==> src/hw/rtl/pnq_pkg.sv <==
// pnq_pkg: shared types, codes and constants of the pitch error / note quantizer.
// Used by pnq_norm, pnq_search and the top level pitch_error_note_quantizer.
// No dependencies.
`default_nettype none

package pnq_pkg;

   // datapath sizes
   localparam int NUM_NOTES = 12;
   localparam int FRAC_W    = 16;     // log2 fraction bits, one octave = 2^16
   localparam int MANT_W    = 32;     // Q1.31 mantissa
   localparam int NORM_W    = 36;     // holds period * ref_pitch (35 bits)
   localparam int NORM_STEPS = 6;     // shift by 32, 16, 8, 4, 2, 1
   localparam int ERR_W     = 18;
   localparam int SUM_W     = 22;     // error plus filter step before saturation
   localparam int PROD_W    = 36;     // signed filter product

   localparam logic [3:0] NO_NOTE = 4'd12;
   localparam logic [3:0] LAST_NOTE_IDX = 4'd11;
   localparam logic [3:0] LAST_SQUARE = 4'd15;
   localparam logic [3:0] LAST_NORM = 4'd5;

   localparam logic signed [SUM_W-1:0] ERR_MAX = 22'sd65536;
   localparam logic signed [SUM_W-1:0] ERR_MIN = -22'sd65536;
   localparam logic signed [ERR_W-1:0] DIST_INIT = 18'sd65536;

   // input word kinds
   typedef enum logic [1:0] {
      FUNC_PERIOD = 2'd0,
      FUNC_FORGET = 2'd1,
      FUNC_CLEAR  = 2'd2,
      FUNC_NONE   = 2'd3
   } func_type;

   // register indexes
   typedef enum logic [2:0] {
      REG_SAMPLE_RATE = 3'd0,
      REG_REF_PITCH   = 3'd1,
      REG_ALLOWED     = 3'd2,
      REG_HOLD_BIAS   = 3'd3,
      REG_SMOOTHING   = 3'd4
   } reg_index_type;

   // sequencer states
   typedef enum logic [3:0] {
      ST_IDLE,
      ST_NORM_A,
      ST_LOG_A,
      ST_PROD,
      ST_NORM_B,
      ST_LOG_B,
      ST_SEARCH,
      ST_FILT,
      ST_DONE
   } state_type;

   typedef struct packed {
      logic       load;
      logic       step;
      logic [2:0] idx;
   } norm_ctrl_type;

   typedef struct packed {
      logic       clear;
      logic       step;
      logic [3:0] idx;
   } search_ctrl_type;

   typedef struct packed {
      logic signed [FRAC_W-1:0] dm;
      logic [3:0]               im;
   } pick_type;

   // Note offsets (i - 9) / 12 octave, rounded, kept modulo one octave
   // since only the fractional part of the pitch enters the distance.
   function automatic logic [FRAC_W-1:0] note_offset(input logic [3:0] idx);
      logic [FRAC_W-1:0] r;
      case (idx)
         4'd0:    r = 16'h4000;
         4'd1:    r = 16'h5555;
         4'd2:    r = 16'h6AAB;
         4'd3:    r = 16'h8000;
         4'd4:    r = 16'h9555;
         4'd5:    r = 16'hAAAB;
         4'd6:    r = 16'hC000;
         4'd7:    r = 16'hD555;
         4'd8:    r = 16'hEAAB;
         4'd9:    r = 16'h0000;
         4'd10:   r = 16'h1555;
         4'd11:   r = 16'h2AAB;
         default: r = 16'h0000;
      endcase
      return r;
   endfunction

endpackage

`default_nettype wire

==> src/hw/rtl/pnq_mult.sv <==
// pnq_mult: shared 32x32 unsigned multiplier of the quantizer.
// Serves the log squarings, period * ref_pitch and the error filter. No package use.
`default_nettype none

module pnq_mult (
   input  wire logic [31:0] op_a,
   input  wire logic [31:0] op_b,
   output logic      [63:0] product
);

   // one full product; every consumer registers it
   assign product = op_a * op_b;

endmodule

`default_nettype wire

==> src/hw/rtl/pnq_norm.sv <==
// pnq_norm: normalizer for the log unit, moves the leading one to the top bit
// in six binary steps. Depends on pnq_pkg.
`default_nettype none

module pnq_norm (
   input  wire logic                         clock,
   input  wire pnq_pkg::norm_ctrl_type       ctrl,
   input  wire logic [pnq_pkg::NORM_W-1:0]   load_value,
   output logic      [pnq_pkg::MANT_W-1:0]   mant
);

   logic [pnq_pkg::NORM_W-1:0] nv_ff, nv_in;

   // one shift step: shift when the top bits are all zero
   always_comb begin
      nv_in = nv_ff;
      if (ctrl.load) begin
         nv_in = load_value;
      end else if (ctrl.step) begin
         case (ctrl.idx)
            3'd0: if (nv_ff[35:4] == '0)  nv_in = {nv_ff[3:0], 32'b0};
            3'd1: if (nv_ff[35:20] == '0) nv_in = {nv_ff[19:0], 16'b0};
            3'd2: if (nv_ff[35:28] == '0) nv_in = {nv_ff[27:0], 8'b0};
            3'd3: if (nv_ff[35:32] == '0) nv_in = {nv_ff[31:0], 4'b0};
            3'd4: if (nv_ff[35:34] == '0) nv_in = {nv_ff[33:0], 2'b0};
            3'd5: if (!nv_ff[35])         nv_in = {nv_ff[34:0], 1'b0};
            default: nv_in = nv_ff;
         endcase
      end
   end

   always_ff @(posedge clock) begin
      nv_ff <= nv_in;
   end

   // Q1.31 mantissa, truncated
   assign mant = nv_ff[pnq_pkg::NORM_W-1 -: pnq_pkg::MANT_W];

endmodule

`default_nettype wire

==> src/hw/rtl/pnq_search.sv <==
// pnq_search: nearest allowed note search, one semitone per cycle, with the
// hold bias for the previous note. Depends on pnq_pkg.
`default_nettype none

module pnq_search (
   input  wire logic                          clock,
   input  wire pnq_pkg::search_ctrl_type      ctrl,
   input  wire logic [pnq_pkg::FRAC_W-1:0]    pitch_frac,
   input  wire logic [11:0]                   allowed,
   input  wire logic [3:0]                    last_note,
   input  wire logic [15:0]                   hold_bias,
   output pnq_pkg::pick_type                  pick
);

   logic signed [pnq_pkg::ERR_W-1:0] best_ff, best_in;
   pnq_pkg::pick_type                pick_ff, pick_in;

   logic [pnq_pkg::FRAC_W-1:0]       note_delta;
   logic [pnq_pkg::FRAC_W:0]         dist_ext;
   logic [pnq_pkg::FRAC_W:0]         dist_abs;
   logic signed [pnq_pkg::ERR_W-1:0] dist_bias;
   logic                             closer;

   // signed distance to the note, folded into half an octave
   always_comb begin
      note_delta = pitch_frac - pnq_pkg::note_offset(ctrl.idx);
      dist_ext   = {note_delta[pnq_pkg::FRAC_W-1], note_delta};
      dist_abs   = dist_ext[pnq_pkg::FRAC_W] ? (~dist_ext + 1'b1) : dist_ext;
      dist_bias  = $signed({1'b0, dist_abs});
      if (ctrl.idx == last_note) begin
         dist_bias = $signed({1'b0, dist_abs}) - $signed({2'b0, hold_bias});
      end
      closer = allowed[ctrl.idx] && (dist_bias < best_ff);
   end

   // running minimum, strict compare keeps the lower index on ties
   always_comb begin
      best_in = best_ff;
      pick_in = pick_ff;
      if (ctrl.clear) begin
         best_in    = pnq_pkg::DIST_INIT;
         pick_in.dm = '0;
         pick_in.im = pnq_pkg::NO_NOTE;
      end else if (ctrl.step && closer) begin
         best_in    = dist_bias;
         pick_in.dm = $signed(note_delta);
         pick_in.im = ctrl.idx;
      end
   end

   always_ff @(posedge clock) begin
      best_ff <= best_in;
      pick_ff <= pick_in;
   end

   assign pick = pick_ff;

endmodule

`default_nettype wire

==> src/hw/rtl/pitch_error_note_quantizer.sv <==
// pitch_error_note_quantizer: top level, sequencer and state of the note quantizer.
// Depends on pnq_pkg, pnq_mult, pnq_norm and pnq_search.
//
//   channel  | ports     | dir | word contents
//   request  | req_*     | in  | tuser: func[1:0]; tdata: cycle_period[19:0]
//   result   | rsp_*     | out | tdata: pitch_error[17:0], chosen_note[21:18], notes_seen[33:22]
//   control  | csr_*     | in  | five registers at byte addresses 0, 4, 8, 12, 16
//
// A period word (func 0, some note allowed) runs from acceptance to a valid result through
// two log2 evaluations of 6 normalize steps and 16 squarings each, all squarings on the
// one shared 32x32 multiplier, then a note search over the 12 semitones and the error filter.
// Other words go straight to the final update. One word is in work at a time.
// A result waiting on rsp_tready stalls only the final update; a new word is accepted
// as soon as the previous one is finished. Reset is synchronous; no clearing pass.
`default_nettype none

module pitch_error_note_quantizer (
   input  wire logic        clock,
   input  wire logic        reset,
   // request channel
   input  wire logic        req_tvalid,
   output logic             req_tready,
   input  wire logic [23:0] req_tdata,   // cycle_period[19:0], zero pad
   input  wire logic [1:0]  req_tuser,   // func[1:0]
   // result channel
   output logic             rsp_tvalid,
   input  wire logic        rsp_tready,
   output logic      [39:0] rsp_tdata,   // pitch_error[17:0], chosen_note[21:18],
                                         // notes_seen[33:22], zero pad
   // register port
   input  wire logic        csr_psel,
   input  wire logic        csr_penable,
   input  wire logic        csr_pwrite,
   input  wire logic [4:0]  csr_paddr,
   input  wire logic [31:0] csr_pwdata,
   output logic      [31:0] csr_prdata,
   output logic             csr_pready
);

   // registers
   logic [17:0] sample_rate_ff;
   logic [14:0] ref_pitch_ff;
   logic [11:0] allowed_ff;
   logic [15:0] hold_bias_ff;
   logic [16:0] smoothing_ff;

   // block state
   logic [3:0]                       last_ff, last_in;
   logic signed [pnq_pkg::ERR_W-1:0] err_ff, err_in;
   logic [11:0]                      seen_ff, seen_in;
   logic                             rsp_valid_ff, rsp_valid_in;

   // sequencer
   pnq_pkg::state_type state_ff, state_in;
   logic [3:0]         cnt_ff, cnt_in;

   // working registers
   pnq_pkg::func_type                func_ff;
   logic [19:0]                      period_ff;
   logic [pnq_pkg::MANT_W-1:0]       m_ff, m_in;
   logic [pnq_pkg::FRAC_W-1:0]       frac_ff, frac_in;
   logic [pnq_pkg::FRAC_W-1:0]       fa_ff;
   logic [pnq_pkg::FRAC_W-1:0]       f_ff;
   logic signed [pnq_pkg::PROD_W-1:0] prod_ff, prod_in;

   // control and datapath nets
   logic                        accept;
   logic                        done_fire;
   logic                        csr_write;
   pnq_pkg::norm_ctrl_type      norm_ctrl;
   pnq_pkg::search_ctrl_type    search_ctrl;
   pnq_pkg::pick_type           pick;
   logic [pnq_pkg::NORM_W-1:0]  norm_value;
   logic [pnq_pkg::MANT_W-1:0]  norm_mant;
   logic [pnq_pkg::MANT_W-1:0]  sq_src;
   logic [31:0]                 mul_a, mul_b;
   logic [63:0]                 mul_p;
   logic [32:0]                 sq_top;
   logic [17:0]                 rate_nz;
   logic [14:0]                 ref_nz;
   logic [19:0]                 period_nz;
   logic signed [18:0]          diff;
   logic [18:0]                 diff_mag;
   logic [pnq_pkg::PROD_W:0]    rnd_sum;
   logic signed [pnq_pkg::SUM_W-1:0] err_sum;
   logic signed [pnq_pkg::ERR_W-1:0] err_sat;

   // ---------------- register port ----------------
   assign csr_pready = 1'b1;
   assign csr_write  = csr_psel && csr_penable && csr_pwrite && csr_pready;

   always_ff @(posedge clock) begin
      if (reset) begin
         sample_rate_ff <= 18'd48000;
         ref_pitch_ff   <= 15'd28160;
         allowed_ff     <= 12'hFFF;
         hold_bias_ff   <= 16'd0;
         smoothing_ff   <= 17'd65536;
      end else if (csr_write) begin
         case (csr_paddr[4:2])
            pnq_pkg::REG_SAMPLE_RATE: sample_rate_ff <= csr_pwdata[17:0];
            pnq_pkg::REG_REF_PITCH:   ref_pitch_ff   <= csr_pwdata[14:0];
            pnq_pkg::REG_ALLOWED:     allowed_ff     <= csr_pwdata[11:0];
            pnq_pkg::REG_HOLD_BIAS:   hold_bias_ff   <= csr_pwdata[15:0];
            pnq_pkg::REG_SMOOTHING:   smoothing_ff   <= csr_pwdata[16:0];
            default: ;
         endcase
      end
   end

   always_comb begin
      case (csr_paddr[4:2])
         pnq_pkg::REG_SAMPLE_RATE: csr_prdata = {14'b0, sample_rate_ff};
         pnq_pkg::REG_REF_PITCH:   csr_prdata = {17'b0, ref_pitch_ff};
         pnq_pkg::REG_ALLOWED:     csr_prdata = {20'b0, allowed_ff};
         pnq_pkg::REG_HOLD_BIAS:   csr_prdata = {16'b0, hold_bias_ff};
         pnq_pkg::REG_SMOOTHING:   csr_prdata = {15'b0, smoothing_ff};
         default:                  csr_prdata = 32'b0;
      endcase
   end

   // zero operands count as one
   assign rate_nz   = (sample_rate_ff == '0) ? 18'd1 : sample_rate_ff;
   assign ref_nz    = (ref_pitch_ff == '0) ? 15'd1 : ref_pitch_ff;
   assign period_nz = (period_ff == '0) ? 20'd1 : period_ff;

   // ---------------- sequencer: next state ----------------
   always_comb begin
      state_in = state_ff;
      cnt_in   = cnt_ff;
      case (state_ff)
         pnq_pkg::ST_IDLE: begin
            cnt_in = '0;
            if (req_tvalid) begin
               if (pnq_pkg::func_type'(req_tuser) == pnq_pkg::FUNC_PERIOD && allowed_ff != '0)
                  state_in = pnq_pkg::ST_NORM_A;
               else
                  state_in = pnq_pkg::ST_DONE;
            end
         end
         pnq_pkg::ST_NORM_A, pnq_pkg::ST_NORM_B: begin
            cnt_in = cnt_ff + 4'd1;
            if (cnt_ff == pnq_pkg::LAST_NORM) begin
               cnt_in   = '0;
               state_in = (state_ff == pnq_pkg::ST_NORM_A) ? pnq_pkg::ST_LOG_A
                                                           : pnq_pkg::ST_LOG_B;
            end
         end
         pnq_pkg::ST_LOG_A, pnq_pkg::ST_LOG_B: begin
            cnt_in = cnt_ff + 4'd1;
            if (cnt_ff == pnq_pkg::LAST_SQUARE) begin
               cnt_in   = '0;
               state_in = (state_ff == pnq_pkg::ST_LOG_A) ? pnq_pkg::ST_PROD
                                                          : pnq_pkg::ST_SEARCH;
            end
         end
         pnq_pkg::ST_PROD: begin
            cnt_in   = '0;
            state_in = pnq_pkg::ST_NORM_B;
         end
         pnq_pkg::ST_SEARCH: begin
            cnt_in = cnt_ff + 4'd1;
            if (cnt_ff == pnq_pkg::LAST_NOTE_IDX) begin
               cnt_in   = '0;
               state_in = pnq_pkg::ST_FILT;
            end
         end
         pnq_pkg::ST_FILT: state_in = pnq_pkg::ST_DONE;
         pnq_pkg::ST_DONE: begin
            if (!rsp_valid_ff || rsp_tready) state_in = pnq_pkg::ST_IDLE;
         end
         default: state_in = pnq_pkg::ST_IDLE;
      endcase
   end

   // ---------------- sequencer: outputs ----------------
   always_comb begin
      req_tready        = 1'b0;
      done_fire         = 1'b0;
      norm_ctrl         = '0;
      search_ctrl       = '0;
      norm_value        = {4'b0, rate_nz, 14'b0};
      mul_a             = '0;
      mul_b             = '0;
      norm_ctrl.idx     = cnt_ff[2:0];
      search_ctrl.idx   = cnt_ff;
      case (state_ff)
         pnq_pkg::ST_IDLE: begin
            req_tready     = 1'b1;
            norm_ctrl.load = req_tvalid;
         end
         pnq_pkg::ST_NORM_A, pnq_pkg::ST_NORM_B: norm_ctrl.step = 1'b1;
         pnq_pkg::ST_LOG_A, pnq_pkg::ST_LOG_B: begin
            mul_a = sq_src;
            mul_b = sq_src;
         end
         pnq_pkg::ST_PROD: begin
            mul_a             = {12'b0, period_nz};
            mul_b             = {17'b0, ref_nz};
            norm_ctrl.load    = 1'b1;
            norm_value        = mul_p[pnq_pkg::NORM_W-1:0];
            search_ctrl.clear = 1'b1;
         end
         pnq_pkg::ST_SEARCH: search_ctrl.step = 1'b1;
         pnq_pkg::ST_FILT: begin
            mul_a = {15'b0, smoothing_ff};
            mul_b = {13'b0, diff_mag};
         end
         pnq_pkg::ST_DONE: done_fire = !rsp_valid_ff || rsp_tready;
         default: ;
      endcase
   end

   always_ff @(posedge clock) begin
      if (reset) begin
         state_ff <= pnq_pkg::ST_IDLE;
         cnt_ff   <= '0;
      end else begin
         state_ff <= state_in;
         cnt_ff   <= cnt_in;
      end
   end

   // ---------------- shared units ----------------
   pnq_mult u_mult (
      .op_a    (mul_a),
      .op_b    (mul_b),
      .product (mul_p)
   );

   pnq_norm u_norm (
      .clock      (clock),
      .ctrl       (norm_ctrl),
      .load_value (norm_value),
      .mant       (norm_mant)
   );

   pnq_search u_search (
      .clock      (clock),
      .ctrl       (search_ctrl),
      .pitch_frac (f_ff),
      .allowed    (allowed_ff),
      .last_note  (last_ff),
      .hold_bias  (hold_bias_ff),
      .pick       (pick)
   );

   // ---------------- log2 by repeated squaring ----------------
   // first square starts from the normalized mantissa
   assign sq_src = (cnt_ff == '0) ? norm_mant : m_ff;
   assign sq_top = mul_p[63:31];

   always_comb begin
      m_in    = m_ff;
      frac_in = frac_ff;
      if (state_ff == pnq_pkg::ST_LOG_A || state_ff == pnq_pkg::ST_LOG_B) begin
         m_in    = sq_top[32] ? sq_top[32:1] : sq_top[31:0];
         frac_in = {frac_ff[pnq_pkg::FRAC_W-2:0], sq_top[32]};
      end
   end

   // ---------------- error filter ----------------
   assign diff     = 19'($signed(pick.dm)) - 19'(err_ff);
   assign diff_mag = diff[18] ? 19'(-diff) : 19'(diff);

   always_comb begin
      prod_in = $signed(mul_p[pnq_pkg::PROD_W-1:0]);
      if (diff[18]) prod_in = -$signed(mul_p[pnq_pkg::PROD_W-1:0]);
   end

   // round half up, then saturate
   assign rnd_sum = {prod_ff[pnq_pkg::PROD_W-1], prod_ff} + 37'd32768;
   assign err_sum = 22'(err_ff) + 22'($signed(rnd_sum[pnq_pkg::PROD_W:16]));

   always_comb begin
      if (err_sum > pnq_pkg::ERR_MAX)      err_sat = 18'(pnq_pkg::ERR_MAX);
      else if (err_sum < pnq_pkg::ERR_MIN) err_sat = 18'(pnq_pkg::ERR_MIN);
      else                                 err_sat = 18'(err_sum);
   end

   always_ff @(posedge clock) begin
      if (accept) begin
         func_ff   <= pnq_pkg::func_type'(req_tuser);
         period_ff <= req_tdata[19:0];
      end
      m_ff    <= m_in;
      frac_ff <= frac_in;
      if (state_ff == pnq_pkg::ST_PROD) fa_ff <= frac_ff;
      if (state_ff == pnq_pkg::ST_LOG_B && cnt_ff == pnq_pkg::LAST_SQUARE)
         f_ff <= fa_ff - frac_in;
      if (state_ff == pnq_pkg::ST_FILT) prod_ff <= prod_in;
   end

   assign accept = req_tvalid && req_tready;

   // ---------------- state update and result ----------------
   always_comb begin
      last_in = last_ff;
      err_in  = err_ff;
      seen_in = seen_ff;
      if (done_fire) begin
         case (func_ff)
            pnq_pkg::FUNC_PERIOD: begin
               if (allowed_ff == '0) begin
                  err_in  = '0;
                  last_in = pnq_pkg::NO_NOTE;
               end else begin
                  if (pick.im == last_ff) begin
                     err_in = err_sat;
                  end else begin
                     err_in  = 18'(pick.dm);
                     last_in = pick.im;
                  end
                  seen_in = seen_ff | (12'd1 << pick.im);
               end
            end
            pnq_pkg::FUNC_FORGET: last_in = pnq_pkg::NO_NOTE;
            pnq_pkg::FUNC_CLEAR:  err_in  = '0;
            default: ;
         endcase
      end
   end

   always_comb begin
      rsp_valid_in = rsp_valid_ff;
      if (done_fire)       rsp_valid_in = 1'b1;
      else if (rsp_tready) rsp_valid_in = 1'b0;
   end

   always_ff @(posedge clock) begin
      if (reset) begin
         last_ff      <= pnq_pkg::NO_NOTE;
         err_ff       <= '0;
         seen_ff      <= '0;
         rsp_valid_ff <= 1'b0;
      end else begin
         last_ff      <= last_in;
         err_ff       <= err_in;
         seen_ff      <= seen_in;
         rsp_valid_ff <= rsp_valid_in;
      end
   end

   // state only moves when the waiting word is taken, so it is the output word
   assign rsp_tvalid = rsp_valid_ff;
   assign rsp_tdata  = {6'b0, seen_ff, last_ff, err_ff};

`ifndef ASSERT_OFF
   a_last_range: assert property (@(posedge clock) disable iff (reset)
      last_ff <= pnq_pkg::NO_NOTE)
      else $error("last note out of range");

   a_err_range: assert property (@(posedge clock) disable iff (reset)
      (err_ff <= 18'sd65536) && (err_ff >= -18'sd65536))
      else $error("pitch error out of range");

   a_seen_sticky: assert property (@(posedge clock) disable iff (reset)
      !$past(reset) |-> ((seen_ff & $past(seen_ff)) == $past(seen_ff)))
      else $error("seen mask lost a bit");

   a_search_bound: assert property (@(posedge clock) disable iff (reset)
      (state_ff == pnq_pkg::ST_SEARCH) |-> (cnt_ff <= pnq_pkg::LAST_NOTE_IDX))
      else $error("note search ran past the last semitone");

   a_stall_holds: assert property (@(posedge clock) disable iff (reset)
      (rsp_valid_ff && !rsp_tready) |=> $stable(rsp_tdata))
      else $error("state moved while a result word waited");
`endif

endmodule

`default_nettype wire
==> config.mk <==
export PLATFORM = sky130hd
export DESIGN_NAME = pitch_error_note_quantizer
export DESIGN_NICKNAME = d
export VERILOG_FILES = /design/src/hw/rtl/pnq_pkg.sv /design/src/hw/rtl/pnq_mult.sv /design/src/hw/rtl/pnq_norm.sv /design/src/hw/rtl/pnq_search.sv /design/src/hw/rtl/pitch_error_note_quantizer.sv
export SDC_FILE = /design/constraint.sdc
export NUM_CORES = 2
export LEC_CHECK = 0
export BUFFER_PORTS_ARGS = -buffer_cell sky130_fd_sc_hd__buf_2
export CORE_ASPECT_RATIO = 1.1
export CORE_MARGIN = 1.5
export CORE_UTILIZATION = 52
export DETAILED_ROUTE_END_ITERATION = 12
export GPL_TIMING_DRIVEN = 0
export PLACE_DENSITY = 0.71
export SLEW_MARGIN = 20
export SYNTH_ARGS = -nofsm -noshare
export SYNTH_HDL_FRONTEND = slang
export SYNTH_SLANG_ARGS = --single-unit
==> constraint.sdc <==
create_clock -name clock -period 13.59 [get_ports clock]
set_clock_uncertainty 0.15 [all_clocks]
set_input_delay 2.718 -clock clock [delete_from_list [all_inputs] [get_ports clock]]
set_output_delay 2.718 -clock clock [all_outputs]
set_load 0.02 [all_outputs]
==> results.yml <==
run_status:
  status: "complete, no violations"
global_routing:
  grt_overflow_total: 0
  track_usage_pct: 39.1
  antenna_found_initial: 8
  grt_pass1_vias: 46600
  grt_max_degree: 42
  grt_pass1_wl_um: 295000
synthesis:
  synth_top_family_by_area: "adder cells"
  synthFlopType: "dfxtp_1"
  synth_simple_gate_area_share_pct: 14.4
  synth_compound_area_share_pct: 11.6
  ys_async_sr_fraction_pct: 0
  ys_top_cells_by_area: "fa_1, ha_1, inv_1"
  synth_top_area_cell: "fa_1"
  ys_warn_count: 0
  synth_area_um2: 52700
  synth_top_area_share_pct: 33.3
  synth_edf_count: 143
  synth-xor-area-share_pct: 3.33
  syn_area_per_cell_um2: 8.68
  synthMuxAreaShare_pct: 2.63
  ys_ff_latch: 323
  yosysUniqueCellTypes: 87
  synth_seq_area_share_pct: 15.0
  syn_inst: 6066
  synth_fa_ha_area_share_pct: 42.3
final_layout:
  final_cell_mix: "inv_1, nand2_1, fa_1"
  design_area_um2: 58500
  num-nets-final: 7653
  syn2layout_area_growth_pct: 11.0
  layout_commonest_cell: "inv_1"
  drive_gt1_share_pct: 10.4
placed_design:
  port-buffer-count: 101
  hpwl_um: 160000
  dp_slack_ps: -2910
  routabilityCongestion: 1.05
  placed_area_um2: 55200
detailed_routing:
  drt_iter0_drc: 5243
  drc_errors: 0
  vias: 46100
  wl_per_cell_um: 26.1
  vias_per_cell: 6.02
  drt_wl_total_um: 200000
  route.antenna.remaining_nets: 0
  firstDrtPassIters: 7
sta:
  fin_crit_ps: 13300
  fmax_mhz: 75.2
  slew_violations: 0
  tightest_slew_ps: 1260
  fin_hold_ws_ps: 304
  hold_viol: 0
  slew_headroom_pct: 15.8
  setup_viol: 0
  timing.final.crit_share_pct: 97.8
  setup_ws_ps: 293
die:
  die_y_um: 337
  start_util_pct: 52.4
  fp.dieArea_um2: 103000
  fp.dieW_um: 306
  core_um2: 100000
  num_rows: 122
  io_pins: 145
setup_path:
  worstSetupStartpointType: "flip-flop"
  cp_max_fo: 7
  path_buf_inv: 10
  worstSetupPathType: "flip-flop to flip-flop"
  critPathTopFamily: "adder cells"
  critPathArrivalTime_ps: 13470
  critical_path.slowest_cell: "fa_1"
  cp_data_required_time_ps: 13760
  cp-end-kind: "flip-flop"
  crit_top_cell: "fa_1"
  r2r_setup_slack_ps: 290
  cp_slowest_stage_delay_ps: 600
power_and_ir_drop:
  p_per_area_nw_per_um2: 61.0
  p_leak_nw: 27.5
  ir_worst_vdd_v: 0.0000924
cts:
  cts_buffer_depth: 3
  cts.reportedPaths.clkPinSlew_ps: 60
  cts_tree: "yes"
  clkSinkCount: 323
  clock-root-buffer: "clkbuf_16"
  htreeDepth: 2
  clk_latency_ps: 590
  numCtsBuffers: 35
job:
  drv_cap: 0
min_path:
  hp-class: "flip-flop to flip-flop"
[what timing repair did]
action	in CTS	in global routing
hold buffers	0	0
buffers inserted	50	49
gates resized for setup	220	184
pin swaps	37	68
setup endpoints to repair	57	9
[routing by layer]
metal	track usage [%]	share of wire, %	vias up
met5	0	0.022	-
met1	46.2	35	22700
met4	30.6	10	6
met2	61.4	44	2693
met3	9.33	11	911
li1	-	-	19800
[path summary, 6_finish.rpt]
check | start | to | cells past startpoint
max | err_ff[1] | f_ff[12] | 52
min | frac_ff[15] | fa_ff[15] | 0
max reg2reg | err_ff[1] | f_ff[12] | 52
min reg2reg | frac_ff[15] | fa_ff[15] | 0
[power breakdown]
group	internal (mW)	total, mW	switching (mW)	leakage (nW)
registers	1.09	1.19	0.0980	2.80
logic	0.507	1.41	0.902	24.1
clock network	0.543	0.974	0.431	0.551
total	2.14	3.57	1.43	27.5
[kinds of logic after synthesis]
family,count (synthesis)
AO/OA/AOI/OAI,921
flip-flops,323
other,2
AND/OR/NAND/NOR,1755
buffers and inverters,1481
multiplexers,130
adder cells (fa/ha/maj),1254
XOR/XNOR,200
[synthesized netlist by cell type (30+ instances only)]
master	count
o21ai_0	131
fa_1	877
ha_1	377
a22oi_1	60
nand3_1	43
a31oi_1	50
a21oi_1	261
nand2_1	969
nor3_1	51
nor4_1	34
nor2b_1	42
inv_1	1179
xnor2_1	128
dfxtp_1	180
xor2_1	72
clkbuf_1	243
mux2i_1	91
and2_1	37
mux2_2	36
edfxtp_1	143
a21o_1	87
o21a_1	38
nor2_1	397
a221o_1	30
[registers in the layout, indices dropped and copies added (netlist names), 15 cells and up, named ones only]
register / flops
u_search.pick: 20
hold_bias_ff: 16
u_search.best_ff: 18
period_ff: 20
ref_pitch_ff: 15
prod_ff: 21
fa_ff: 16
m_ff: 32
f_ff: 16
smoothing_ff: 17
frac_ff: 16
err_ff: 18
sample_rate_ff: 18
u_norm.nv_ff: 36
[area by class of cell]
type                    count  area, µm²
fillers                  9110      42000
multi-input cells        4281      40300
flip-flops and latches    323       7910
inverters                1184       4460
well taps                1302       1630
repair buffers            223       1530
plain buffers             281       1480
clock buffers              52       1020
clock inverters            11        105
diodes                      4       10.0
[through the flow]
stage / utilization [%] / power (mW) / TNS [ps] / std cells
floorplan: - / 1.87 / 0 / 6085
global placement: 54.6 / 2.28 / -61310 / 7488
detailed placement: 55.0 / 2.31 / -55940 / 7510
CTS: 57.2 / 3.41 / 0 / 7614
global route: 58.2 / 3.68 / -183 / 7658
finish: 58.2 / 3.57 / 0 / 7661
Note: power is estimated with default switching activity, not from simulation.
